File: config.mk
export PLATFORM = sky130hd
export DESIGN_NAME = periodic_timer_table_flat
export DESIGN_NICKNAME = d
export VERILOG_FILES = /design/src/rtl/ptt_pkg.sv /design/src/rtl/ptt_req_if.sv /design/src/rtl/ptt_rsp_if.sv /design/src/rtl/ptt_cell.sv /design/src/rtl/periodic_timer_table.sv /design/src/flat_wrapper.sv
export VERILOG_INCLUDE_DIRS = /design/src /design/src/rtl
export SDC_FILE = /design/constraint.sdc
export NUM_CORES = 2
export LEC_CHECK = 0
export BUFFER_PORTS_ARGS = -buffer_cell sky130_fd_sc_hd__buf_4
export CORE_UTILIZATION = 45
export CTS_CLUSTER_DIAMETER = 200
export DETAILED_ROUTE_END_ITERATION = 8
export PLACE_DENSITY = 0.65
export SLEW_MARGIN = 0
export SYNTH_ARGS = -nofsm -noshare
export SYNTH_HDL_FRONTEND = slang
export SYNTH_SLANG_ARGS = --single-unit
export TNS_END_PERCENT = 1
File: constraint.sdc
create_clock -name i_clk -period 15.6 [get_ports i_clk]
set_clock_uncertainty 0.15 [all_clocks]
set_input_delay 1.56 -clock i_clk [delete_from_list [all_inputs] [get_ports i_clk]]
set_output_delay 1.56 -clock i_clk [all_outputs]
set_load 0.03 [all_outputs]
File: src/rtl/periodic_timer_table_macros.svh
// Assertion macros for the timer table RTL.
// Depends on nothing; included by periodic_timer_table, which carries the checks.
`ifndef PERIODIC_TIMER_TABLE_MACROS_SVH
`define PERIODIC_TIMER_TABLE_MACROS_SVH

// Same-cycle implication, disabled while reset is low
`define PTT_ASSERT_NOW(lbl, clk, rst_n, ante, cons) \
    lbl: assert property (@(posedge clk) disable iff (!rst_n) (ante) |-> (cons)) \
        else $error("periodic_timer_table: same-cycle check failed");

// Next-cycle implication, disabled while reset is low
`define PTT_ASSERT_NEXT(lbl, clk, rst_n, ante, cons) \
    lbl: assert property (@(posedge clk) disable iff (!rst_n) (ante) |=> (cons)) \
        else $error("periodic_timer_table: next-cycle check failed");

`endif

File: src/rtl/ptt_pkg.sv
// Shared types and codes for the periodic timer table.
// No dependencies; imported by ptt_cell, periodic_timer_table and the testbench.
package ptt_pkg;

    // Request codes
    localparam logic [2:0] REQ_TICK   = 3'd0;
    localparam logic [2:0] REQ_ADD    = 3'd1;
    localparam logic [2:0] REQ_DELETE = 3'd2;
    localparam logic [2:0] REQ_CHANGE = 3'd3;
    localparam logic [2:0] REQ_GET    = 3'd4;
    localparam logic [2:0] REQ_CLEAR  = 3'd5;

    // Result kinds
    localparam logic [2:0] KIND_OK        = 3'd0;
    localparam logic [2:0] KIND_NOT_FOUND = 3'd1;
    localparam logic [2:0] KIND_FIRED     = 3'd2;
    localparam logic [2:0] KIND_DONE      = 3'd3;
    localparam logic [2:0] KIND_REJECTED  = 3'd4;
    localparam logic [2:0] KIND_READ      = 3'd5;

    // One timer slot
    typedef struct packed {
        logic [15:0]        id;
        logic signed [31:0] param;
        logic [31:0]        interval;
        logic [31:0]        last_fire;
        logic               marked;
    } t_slot;

    // Per-cell control: shift toward the head, and/or load the pushed slot
    typedef struct packed {
        logic shift;
        logic take_push;
    } t_cell_ctl;

    // One result item
    typedef struct packed {
        logic [2:0]         kind;
        logic [15:0]        out_id;
        logic signed [31:0] out_param;
        logic [31:0]        out_interval;
        logic               last;
    } t_rsp;

endpackage

File: src/rtl/ptt_req_if.sv
// Request channel: valid/ready handshake with the request fields.
// Depends on nothing.
interface ptt_req_if;
    logic               valid;
    logic               ready;
    logic [2:0]         req_type;
    logic [31:0]        now_ms;
    logic [15:0]        timer_id;
    logic [31:0]        interval_ms;
    logic signed [31:0] user_param;

    modport source (output valid, req_type, now_ms, timer_id, interval_ms, user_param,
                    input ready);
    modport sink   (input valid, req_type, now_ms, timer_id, interval_ms, user_param,
                    output ready);
endinterface

File: src/rtl/ptt_rsp_if.sv
// Result channel: valid/ready handshake with the result fields.
// Depends on nothing.
interface ptt_rsp_if;
    logic               valid;
    logic               ready;
    logic [2:0]         kind;
    logic [15:0]        out_id;
    logic signed [31:0] out_param;
    logic [31:0]        out_interval;
    logic               last;

    modport source (output valid, kind, out_id, out_param, out_interval, last,
                    input ready);
    modport sink   (input valid, kind, out_id, out_param, out_interval, last,
                    output ready);
endinterface

File: src/rtl/ptt_cell.sv
// One slot cell of the timer chain: holds a slot, takes its neighbor's
// slot on a shift, or the pushed slot when selected. Uses ptt_pkg.
module ptt_cell
    import ptt_pkg::*;
(
    input  logic      i_clk,
    input  t_cell_ctl i_ctl,
    input  t_slot     i_next,
    input  t_slot     i_push,
    output t_slot     o_slot
);

    t_slot r_slot;
    t_slot n_slot;

    // Load selection: pushed slot wins, else neighbor on shift, else hold
    always_comb begin
        n_slot = r_slot;
        if (i_ctl.take_push) begin
            n_slot = i_push;
        end else if (i_ctl.shift) begin
            n_slot = i_next;
        end
    end

    always_ff @(posedge i_clk) begin
        r_slot <= n_slot;
    end

    assign o_slot = r_slot;

endmodule

File: src/rtl/periodic_timer_table.sv
// Top level of the periodic timer table: a chain of slot cells with a
// head processor and a registered result stage. Uses ptt_pkg, the two
// channel interfaces and periodic_timer_table_macros.svh.
//
// Usage:
//   i_req carries one request item (tick, add, delete, change, get, clear)
//   with the current millisecond time. o_rsp returns the result items; the
//   final one of each request has last = 1. A tick returns one item per due
//   timer in table order and then a done item.
//   Flow: add, unknown codes and any other request on an empty table go
//   from accept straight to the final state, which registers the final
//   result. Tick, delete, change, get and clear first rotate every stored
//   slot once through the head of the cell chain, one slot per cycle unless
//   a fired item waits on a stalled output. The single head port sets that rate.
//   A new request is taken once the previous one has produced its last
//   item into the output register, even while that item still waits.
//   Reset empties the table (entry count zero) and drops any pending item.
//   When the receiver stalls, the output register holds its item and the
//   scan pauses at the next slot that needs to emit a fired item.
`include "periodic_timer_table_macros.svh"

module periodic_timer_table
    import ptt_pkg::*;
#(
    parameter int TABLE_DEPTH = 16
) (
    input  logic       i_clk,
    input  logic       i_rst_n,
    ptt_req_if.sink    i_req,
    ptt_rsp_if.source  o_rsp
);

    localparam int CW = $clog2(TABLE_DEPTH + 1);

    typedef enum logic [2:0] {
        S_IDLE = 3'b001,
        S_SCAN = 3'b010,
        S_FIN  = 3'b100
    } t_state;

    t_state             r_state, n_state;
    logic [CW-1:0]      r_count, n_count;
    logic [CW-1:0]      r_left,  n_left;
    logic               r_found, n_found;
    logic [31:0]        r_get_ival, n_get_ival;
    logic [2:0]         r_req;
    logic [31:0]        r_now;
    logic [15:0]        r_id;
    logic [31:0]        r_ival;
    logic signed [31:0] r_param;
    t_rsp               r_out, n_out;
    logic               r_out_valid, n_out_valid;

    t_slot              w_slot [TABLE_DEPTH];
    t_cell_ctl          w_ctl  [TABLE_DEPTH];
    t_slot              w_push;
    t_slot              w_head;
    logic               w_shift;
    logic               w_push_en;
    logic [CW-1:0]      w_wr_pos;
    logic               w_out_free;
    logic               w_emit;
    logic               w_step_ok;
    logic               w_fire;
    logic               w_match;
    logic               w_accept;
    logic               w_full;
    logic [31:0]        w_elapsed;

    assign w_head     = w_slot[0];
    assign w_out_free = !r_out_valid || o_rsp.ready;
    assign w_accept   = i_req.valid && i_req.ready;
    assign i_req.ready = (r_state == S_IDLE);
    assign w_full     = (r_count >= CW'(TABLE_DEPTH));

    // Head evaluation
    assign w_elapsed = r_now - w_head.last_fire;
    assign w_fire    = !w_head.marked && (w_elapsed >= w_head.interval);
    assign w_match   = !r_found && (w_head.id == r_id);

    // Scan steps stall only when a fired item must be emitted
    assign w_step_ok = !((r_req == REQ_TICK) && w_fire) || w_out_free;

    // Request capture
    always_ff @(posedge i_clk) begin
        if (w_accept) begin
            r_req   <= i_req.req_type;
            r_now   <= i_req.now_ms;
            r_id    <= i_req.timer_id;
            r_ival  <= i_req.interval_ms;
            r_param <= i_req.user_param;
        end
    end

    // Sequencer and head processing
    always_comb begin
        n_state     = r_state;
        n_count     = r_count;
        n_left      = r_left;
        n_found     = r_found;
        n_get_ival  = r_get_ival;
        n_out       = r_out;
        w_emit      = 1'b0;
        w_shift     = 1'b0;
        w_push_en   = 1'b0;
        w_push      = w_head;
        w_wr_pos    = r_count - 1'b1;

        case (r_state)
            S_IDLE: begin
                if (w_accept) begin
                    n_left  = r_count;
                    n_found = 1'b0;
                    if ((i_req.req_type == REQ_TICK || i_req.req_type == REQ_DELETE ||
                         i_req.req_type == REQ_CHANGE || i_req.req_type == REQ_GET ||
                         i_req.req_type == REQ_CLEAR) && r_count != '0) begin
                        n_state = S_SCAN;
                    end else begin
                        n_state = S_FIN;
                    end
                end
            end
            S_SCAN: begin
                if (w_step_ok) begin
                    w_shift   = 1'b1;
                    w_push_en = 1'b1;
                    n_left    = r_left - 1'b1;
                    case (r_req)
                        REQ_TICK: begin
                            if (w_head.marked) begin
                                w_push_en = 1'b0;
                                n_count   = r_count - 1'b1;
                            end else if (w_fire) begin
                                w_push.last_fire = r_now;
                                w_emit           = 1'b1;
                                n_out.kind         = KIND_FIRED;
                                n_out.out_id       = w_head.id;
                                n_out.out_param    = w_head.param;
                                n_out.out_interval = w_head.interval;
                                n_out.last         = 1'b0;
                            end
                        end
                        REQ_DELETE: begin
                            if (w_match) begin
                                w_push.marked = 1'b1;
                                n_found       = 1'b1;
                            end
                        end
                        REQ_CHANGE: begin
                            if (w_match) begin
                                w_push.interval = r_ival;
                                n_found         = 1'b1;
                            end
                        end
                        REQ_GET: begin
                            if (w_match) begin
                                n_get_ival = w_head.interval;
                                n_found    = 1'b1;
                            end
                        end
                        REQ_CLEAR: begin
                            w_push.marked = 1'b1;
                        end
                        default: begin
                        end
                    endcase
                    if (r_left == CW'(1)) begin
                        n_state = S_FIN;
                    end
                end
            end
            S_FIN: begin
                if (w_out_free) begin
                    w_emit             = 1'b1;
                    n_state            = S_IDLE;
                    n_out.kind         = KIND_OK;
                    n_out.out_id       = r_id;
                    n_out.out_param    = '0;
                    n_out.out_interval = '0;
                    n_out.last         = 1'b1;
                    case (r_req)
                        REQ_TICK: begin
                            n_out.kind   = KIND_DONE;
                            n_out.out_id = '0;
                        end
                        REQ_ADD: begin
                            if (r_ival == '0 || w_full) begin
                                n_out.kind = KIND_REJECTED;
                            end else begin
                                w_push_en        = 1'b1;
                                w_wr_pos         = r_count;
                                w_push.id        = r_id;
                                w_push.param     = r_param;
                                w_push.interval  = r_ival;
                                w_push.last_fire = r_now;
                                w_push.marked    = 1'b0;
                                n_count          = r_count + 1'b1;
                            end
                        end
                        REQ_DELETE, REQ_CHANGE: begin
                            if (!r_found) begin
                                n_out.kind = KIND_NOT_FOUND;
                            end
                        end
                        REQ_GET: begin
                            if (r_found) begin
                                n_out.kind         = KIND_READ;
                                n_out.out_interval = r_get_ival;
                            end else begin
                                n_out.kind = KIND_NOT_FOUND;
                            end
                        end
                        default: begin
                            n_out.out_id = '0;
                        end
                    endcase
                end
            end
            default: begin
                n_state = S_IDLE;
            end
        endcase

        n_out_valid = w_emit ? 1'b1 : (o_rsp.ready ? 1'b0 : r_out_valid);
    end

    always_ff @(posedge i_clk) begin
        if (!i_rst_n) begin
            r_state     <= S_IDLE;
            r_count     <= '0;
            r_out_valid <= 1'b0;
        end else begin
            r_state     <= n_state;
            r_count     <= n_count;
            r_out_valid <= n_out_valid;
        end
    end

    always_ff @(posedge i_clk) begin
        r_left     <= n_left;
        r_found    <= n_found;
        r_get_ival <= n_get_ival;
        r_out      <= n_out;
    end

    // Cell chain: cell k takes cell k+1 on a shift; the tail takes the push
    genvar k;
    generate
        for (k = 0; k < TABLE_DEPTH; k++) begin : g_cell
            t_slot w_next;
            assign w_ctl[k].shift     = w_shift;
            assign w_ctl[k].take_push = w_push_en && (w_wr_pos == CW'(k));
            if (k == TABLE_DEPTH - 1) begin : g_tail
                assign w_next = w_push;
            end else begin : g_mid
                assign w_next = w_slot[k+1];
            end
            ptt_cell u_cell (
                .i_clk  (i_clk),
                .i_ctl  (w_ctl[k]),
                .i_next (w_next),
                .i_push (w_push),
                .o_slot (w_slot[k])
            );
        end
    endgenerate

    // Result port
    assign o_rsp.valid        = r_out_valid;
    assign o_rsp.kind         = r_out.kind;
    assign o_rsp.out_id       = r_out.out_id;
    assign o_rsp.out_param    = r_out.out_param;
    assign o_rsp.out_interval = r_out.out_interval;
    assign o_rsp.last         = r_out.last;

    // Checks
    `PTT_ASSERT_NOW(a_count_in_range, i_clk, i_rst_n, 1'b1, r_count <= CW'(TABLE_DEPTH))
    `PTT_ASSERT_NOW(a_scan_left_ok, i_clk, i_rst_n, r_state == S_SCAN,
        r_left != '0 && r_left <= r_count)
    `PTT_ASSERT_NEXT(a_fin_to_idle, i_clk, i_rst_n, r_state == S_FIN && w_out_free,
        r_state == S_IDLE && r_out_valid && r_out.last)
    `PTT_ASSERT_NEXT(a_drop_shrinks, i_clk, i_rst_n,
        r_state == S_SCAN && w_step_ok && r_req == REQ_TICK && w_head.marked,
        r_count + 1'b1 == $past(r_count))
    `PTT_ASSERT_NOW(a_emit_needs_room, i_clk, i_rst_n, w_emit, w_out_free)

endmodule

File: src/flat_wrapper.sv
// flat-port wrapper written by rule: the top's interface ports become plain ports
module periodic_timer_table_flat import ptt_pkg::*;
#(
    parameter int TABLE_DEPTH = 16
)
  (i_clk, i_rst_n, i_req_valid, i_req_req_type, i_req_now_ms, i_req_timer_id, i_req_interval_ms, i_req_user_param, i_req_ready, o_rsp_valid, o_rsp_kind, o_rsp_out_id, o_rsp_out_param, o_rsp_out_interval, o_rsp_last, o_rsp_ready);
  ptt_req_if i_req_i ();
  ptt_rsp_if o_rsp_i ();
  input  logic i_clk;
  input  logic i_rst_n;
  input wire logic [$bits(i_req_i.valid)-1:0] i_req_valid;
  input wire logic [$bits(i_req_i.req_type)-1:0] i_req_req_type;
  input wire logic [$bits(i_req_i.now_ms)-1:0] i_req_now_ms;
  input wire logic [$bits(i_req_i.timer_id)-1:0] i_req_timer_id;
  input wire logic [$bits(i_req_i.interval_ms)-1:0] i_req_interval_ms;
  input wire logic [$bits(i_req_i.user_param)-1:0] i_req_user_param;
  output wire logic [$bits(i_req_i.ready)-1:0] i_req_ready;
  output wire logic [$bits(o_rsp_i.valid)-1:0] o_rsp_valid;
  output wire logic [$bits(o_rsp_i.kind)-1:0] o_rsp_kind;
  output wire logic [$bits(o_rsp_i.out_id)-1:0] o_rsp_out_id;
  output wire logic [$bits(o_rsp_i.out_param)-1:0] o_rsp_out_param;
  output wire logic [$bits(o_rsp_i.out_interval)-1:0] o_rsp_out_interval;
  output wire logic [$bits(o_rsp_i.last)-1:0] o_rsp_last;
  input wire logic [$bits(o_rsp_i.ready)-1:0] o_rsp_ready;
  assign i_req_i.valid = i_req_valid;
  assign i_req_i.req_type = i_req_req_type;
  assign i_req_i.now_ms = i_req_now_ms;
  assign i_req_i.timer_id = i_req_timer_id;
  assign i_req_i.interval_ms = i_req_interval_ms;
  assign i_req_i.user_param = i_req_user_param;
  assign i_req_ready = i_req_i.ready;
  assign o_rsp_valid = o_rsp_i.valid;
  assign o_rsp_kind = o_rsp_i.kind;
  assign o_rsp_out_id = o_rsp_i.out_id;
  assign o_rsp_out_param = o_rsp_i.out_param;
  assign o_rsp_out_interval = o_rsp_i.out_interval;
  assign o_rsp_last = o_rsp_i.last;
  assign o_rsp_i.ready = o_rsp_ready;
  periodic_timer_table #(.TABLE_DEPTH(TABLE_DEPTH)) u_core (.i_clk(i_clk), .i_rst_n(i_rst_n), .i_req(i_req_i), .o_rsp(o_rsp_i));
endmodule
After elaboration in Yosys (flattened, before gate mapping). Index checks and enable logic that the tools add are counted.

Output and inout bits: 86. Register bits: 2054. Word-level logic and storage cells: 308. Input port bits: 119.

Multiplexer cells: 100. Add/sub/neg operators: 4. Reduce and logical (&&, ||, !) cells: 65. Order comparisons: 2. Eq/ne operators: 41.

Operator list (number): $mux W113 (35); $mux W84 (5); $mux W32 (7); $pmux W84 S2 (1); $pmux W65 S2 (1); $mux W65 (1); $mux W5 (12); $mux W48 (1); $eq A5 B4 Y1 const B (8); $reduce_bool A2 Y1 (19); $ge A32 B32 Y1 (1); $logic_not A32 Y1 (1); $sub A32 B32 Y32 (1); $logic_and A1 B1 Y1 (21); $mux W1 (21); $mux W3 (7); $eq A5 B3 Y1 const B (4); $pmux W5 S2 (2); $eq A16 B16 Y1 (1); $mux W16 (1); $eq A3 B2 Y1 const B (5); $eq A3 B3 Y1 const B (5); $ne A2 B1 Y1 const B (6); $ne A2 B2 Y1 const B (6); other kinds (22) (40).

Longest topological paths before layout.
Depth in word-level cells: 10. Depth in mapped cells: 26. Gate-level depth less buffers: 23.

Hierarchy. A second synthesis with hierarchy kept.

Cell total of the unflattened synthesis: 4940. Area, all modules: 93189.4 um^2.

By module, submodules not included: ptt_cell (seq. area each 3393.3 um^2, cells each 240, area an instance 5008.6 um^2, times used 16); periodic_timer_table (seq. area each 7297.0 um^2, cells each 1100, area an instance 13052.5 um^2, times used 1).

Worst setup path after synthesis. Ideal clock, no wire load.

Kind: input to register. Start: input o_rsp_ready. End: register u_core.g_cell[15].u_cell.r_slot (netlist bit u_core.g_cell[15].u_cell.o_slot[0]) (enable). Stages on the path: 6. Buffers on the path: 2. Library setup time: 0.891 ns. Arrival: 13.960 ns. Path slack: 0.599 ns. Required time: 14.559 ns. Cell sequence: nand2b_1 -> nand2_1 -> or4_1 -> buf_2 -> clkbuf_1 -> o41ai_1.

Cells in the longest elaborated chain, start to end: 6. Elaborated cells on any way between the ends: 12. Those cells by class: 1 x eq/ne; 7 x mux; 4 x reduce/logical.

Ends and longest elaborated chain: from (decl) (RTL line flat_wrapper.sv:24) `input wire logic [$bits(o_rsp_i.ready)-1:0] o_rsp_ready;`; $logic_or A1 B1 Y1 * (RTL line periodic_timer_table.sv:71) `assign w_out_free = !r_out_valid || o_rsp.ready;`; $mux W5 or $logic_or A1 B1 Y1 (tied branches) (RTL line periodic_timer_table.sv:173, periodic_timer_table.sv:82); $mux W5 or $mux W1 (tied branches) (RTL line periodic_timer_table.sv:109, periodic_timer_table.sv:124); $eq A5 B4 Y1 or $pmux W1 S2 (tied branches) (RTL line periodic_timer_table.sv:252, periodic_timer_table.sv:109); $logic_and A1 B1 Y1 (RTL line periodic_timer_table.sv:252) `assign w_ctl[k].take_push = w_push_en && (w_wr_pos == CW'(k));`; $reduce_bool A2 Y1 (no line) *; to (signal assigned) (RTL line ptt_cell.sv:27) `r_slot <= n_slot;`; to (decl) (RTL line ptt_cell.sv:13) `t_slot r_slot;`.

Every way passes the cells marked *; elsewhere a longest branch is shown, timed or not. A chain may end at the register's enable or synchronous reset.

==> run_results.csv <==
group,metric,value,unit
detailed_routing,remaining_drc_errors,0,
clocking,cts_tree,"built",
synthesis,yosysTopAreaCell,"edfxtp_1",
floorplan,core,195200,sq um
hold_path,hold_path_end,"u_core.r_get_ival[19]",
hold_path,min_from,"u_core.g_cell[0].u_cell.o_slot[52]",
clocking,cts_inserted_buffers,207,
floorplan,dieArea,198500,sq um
sta,rsz0062_at_grt,"false",
placement,post-place-ws,7.318,ns
synthesis,synth_edf_count,2045,
sta,timing.final.crit_period,8.418,ns
floorplan,dieHeight,445.6,microns
synthesis,ys_ff_latch,2054,
floorplan,rows,162,
placement,gp_congestion,0.8340,
synthesis,synth.top_cells.by_area,"edfxtp_1, mux2_2, mux2_1",
sta,worst_slack,7.182,ns
sta,drv_slew,0,
detailed_routing,first_pass_iters,8,
pwr,power.density,113.0,nW/um^2
outcome,status,"finished, final reports clean",
setup_path,cp-start-kind,"flip-flop",
synthesis,seq_area_frac_synth,0.6957,
detailed_routing,vias_per_cell,5.599,
synthesis,ys_top_cells_by_count,"edfxtp_1, mux2_2, nand2_1",
setup_path,crit_path_end_kind,"flip-flop",
detailed_routing,wire_per_inst,27.27,microns
sta,setup_tns,0,ns
grt,grt_pass1_vias,45600,
cells_and_area,area_growth,11.68,%
sta,setup_viol,0,
synthesis,syn_area,88530,sq um
grt,grt_usage,0.2170,
cells_and_area,num-nets-final,5331,
clocking,h-tree-depth,4,
synthesis,ys.flop_type,"edfxtp_1",
synthesis,synth_area_per_cell,17.74,sq um
floorplan,die_w,445.6,microns
synthesis,ys_async_sr_fraction,0,
setup_path,r2r_start,"u_core.g_cell[0].u_cell.o_slot[13]",
synthesis,yosysTopAreaCellShare,0.6936,
sta,hold_ws,0.3285,ns
synthesis,synth.distinct_cells,71,
grt,grt_overflow_total,0,
synthesis,synthesis.instances,4990,
setup_path,worst_ep_required_time,16.03,ns
cells_and_area,drive_gt1_frac,0.4127,
hold_path,whs_path_depth,0,
setup_path,critPathMaxFanout,45,
placement,io_buffers,204,
detailed_routing,drt-initial-drc-count,3774,
sta,fin_crit_sh,0.5396,
clocking,clock_sinks,2054,
setup_path,crit_arrival,8.85,ns
flow_run,cap_viol_max_count,0,
pwr,power_leakage,33.14,nW
grt,antenna_found_initial,1,
synthesis,synth_warnings,0,
grt,grt_pass1_wl,316200,microns
clocking,hold_buffers,0,
sta,max_freq,118.8,MHz
clocking,post_cts_buffers,0,
clocking,cts_resized,0,
detailed_routing,wirelength,216500,microns
detailed_routing,ant_nets,0,
setup_path,crit_type,"flip-flop to flip-flop",
sta,max_slew.worst_pin.slew,1.148,ns
placement,dp_hpwl,126900,microns
clocking,root_buffer,"clkbuf_16",
clocking,worstSkewPairLatency,0.85,ns
hold_path,hold_path.class,"flip-flop to flip-flop",
clocking,clkSlewWorstSetupHoldPaths,0.06,ns
setup_path,reg2reg_to,"u_core.g_cell[6].u_cell.o_slot[7]",
grt,grt_max_degree,89,
detailed_routing,vias,44470,
cells_and_area,n_fill_cell,15820,
pwr,peakVddDrop,107.0,uV
setup_path,rrSetupSlack,7.18,ns
synthesis,synth_most_common_cell,"edfxtp_1",
sta,report.final.hold_viol_count,0,
floorplan,start_util,0.4536,
setup_path,rr_worst_depth,22,
clocking,cts_max_path_buffers,3,
synthesis,synth_fp_nets,5177,
sta,relSlewSlack,0.2344,
floorplan,io_pins,205,
power breakdown:
part	internal, mW	leakage (nW)	total [mW]	switching, mW
sequential	6.04	18.5	6.07	0.0337
combinational	0.0824	11.4	0.218	0.135
clock	2.74	3.21	4.88	2.14
flip-flops by register name, indices dropped and copies added (netlist names):
signal                       cells
u_core.o_rsp.out_id             16
u_core.r_ival                   32
u_core.r_count                   5
u_core.r_found                   1
u_core.o_rsp.last                1
u_core.r_param                  32
u_core.r_left                    5
u_core.r_now                    32
u_core.o_rsp.kind                3
u_core.o_rsp.out_param          32
u_core.r_req                     3
u_core.r_state                   3
u_core.r_id                     16
u_core.o_rsp.valid               1
u_core.o_rsp.out_interval       32
u_core.r_get_ival               32
u_core.g_cell.u_cell.o_slot   1808
worst max-delay path, stage by stage (launching register included):
cell and delay [ns]:
edfxtp_1 0.35, inv_1 0.05, ha_1 0.39, a21oi_1 0.19, o21a_1 0.15, o211ai_1 0.10, a221o_1 0.34, o31ai_1 0.44
a311oi_1 0.27, a2111oi_0 0.75, nor2_1 0.16, xor2_1 0.18, ha_1 0.29, nand3_1 0.13, nor4_1 0.36, nor2_1 0.11
a31oi_1 0.59, o211ai_2 0.29, a32o_2 0.37, nand2_4 0.52, buf_4 0.71, buf_4 0.68, mux2_2 0.41
metal layers:
| metal | global-route usage | up-vias | wire length [microns] |
|---|---|---|---|
| li1 | - | 19610 | - |
| met1 | 0.2802 | 23450 | 91050 |
| met2 | 0.3787 | 1108 | 110400 |
| met3 | 0.02598 | 289 | 8180 |
| met4 | 0.07189 | 0 | 6852 |
| met5 | 0 | - | 0 |
layout by cell type, fill, tap and decap left out, types with 36 or more instances in the layout:
cell       count
buf_4        288
o21ai_0       60
nand2_1      219
mux2_4        56
mux2_2      1504
mux2_1       199
clkinv_1      54
inv_1         78
clkbuf_1      36
clkinv_2      39
clkbuf_16    210
ha_1          67
a21oi_1       43
and2_1        38
edfxtp_1    2045
stage by stage:
stage                     power (mW)  instance area [sq um]  cells    util
after floorplan                6.301                  88530   4990       -
after global placement         6.406                  92300   7559  0.4729
after detailed placement       6.409                  92300   7559  0.4729
after CTS                      11.28                  98870   7940  0.5065
after global routing           11.47                  98870   7941  0.5065
final                          11.17                  98870   7941  0.5065
area by class of cell:
cell class | count | area, sq um | share of cell area
tap | 2624 | 3283 | 0.03321
sequential | 2054 | 61590 | 0.6229
clock buffer | 246 | 5390 | 0.05452
timing repair buffer | 290 | 2202 | 0.02227
antenna | 1 | 2.502 | 0.00002531
multi-input combinational | 2510 | 24920 | 0.2520
inverter | 81 | 309.0 | 0.003126
clock inverter | 135 | 1177 | 0.01191
cells by family (layout without fill, tap and decap cells):
logic type	count (synthesis)	count (layout)	synth area share
and+or+nand+nor	423	423	0.02193
adders and majority gates	68	68	0.009695
xor gates and xnor gates	51	51	0.005045
AOI/OAI and AO/OA	204	204	0.01518
muxes	1764	1764	0.2267
DFF	2054	2054	0.6957
other	0	1	0
buffers and inverters	426	752	0.02581
worst max path at each step:
stage	start	endpoint	slack, ns	cells past startpoint
4_1_cts	u_core.r_now[14]	u_core.g_cell[6].u_cell.o_slot[7]	7.31	21
3_5_place_dp	u_core.g_cell[0].u_cell.o_slot[13]	u_core.g_cell[6].u_cell.o_slot[7]	7.32	22
6_report	u_core.g_cell[0].u_cell.o_slot[13]	u_core.g_cell[6].u_cell.o_slot[7]	7.18	22
5_1_grt	u_core.g_cell[0].u_cell.o_slot[2]	u_core.g_cell[11].u_cell.o_slot[58]	6.64	22
2_1_floorplan	o_rsp_ready	u_core.g_cell[15].u_cell.o_slot[0]	0.60	6
3_3_place_gp	u_core.g_cell[0].u_cell.o_slot[15]	u_core.g_cell[6].u_cell.o_slot[19]	7.25	22
(Power assumes the default switching activity.)
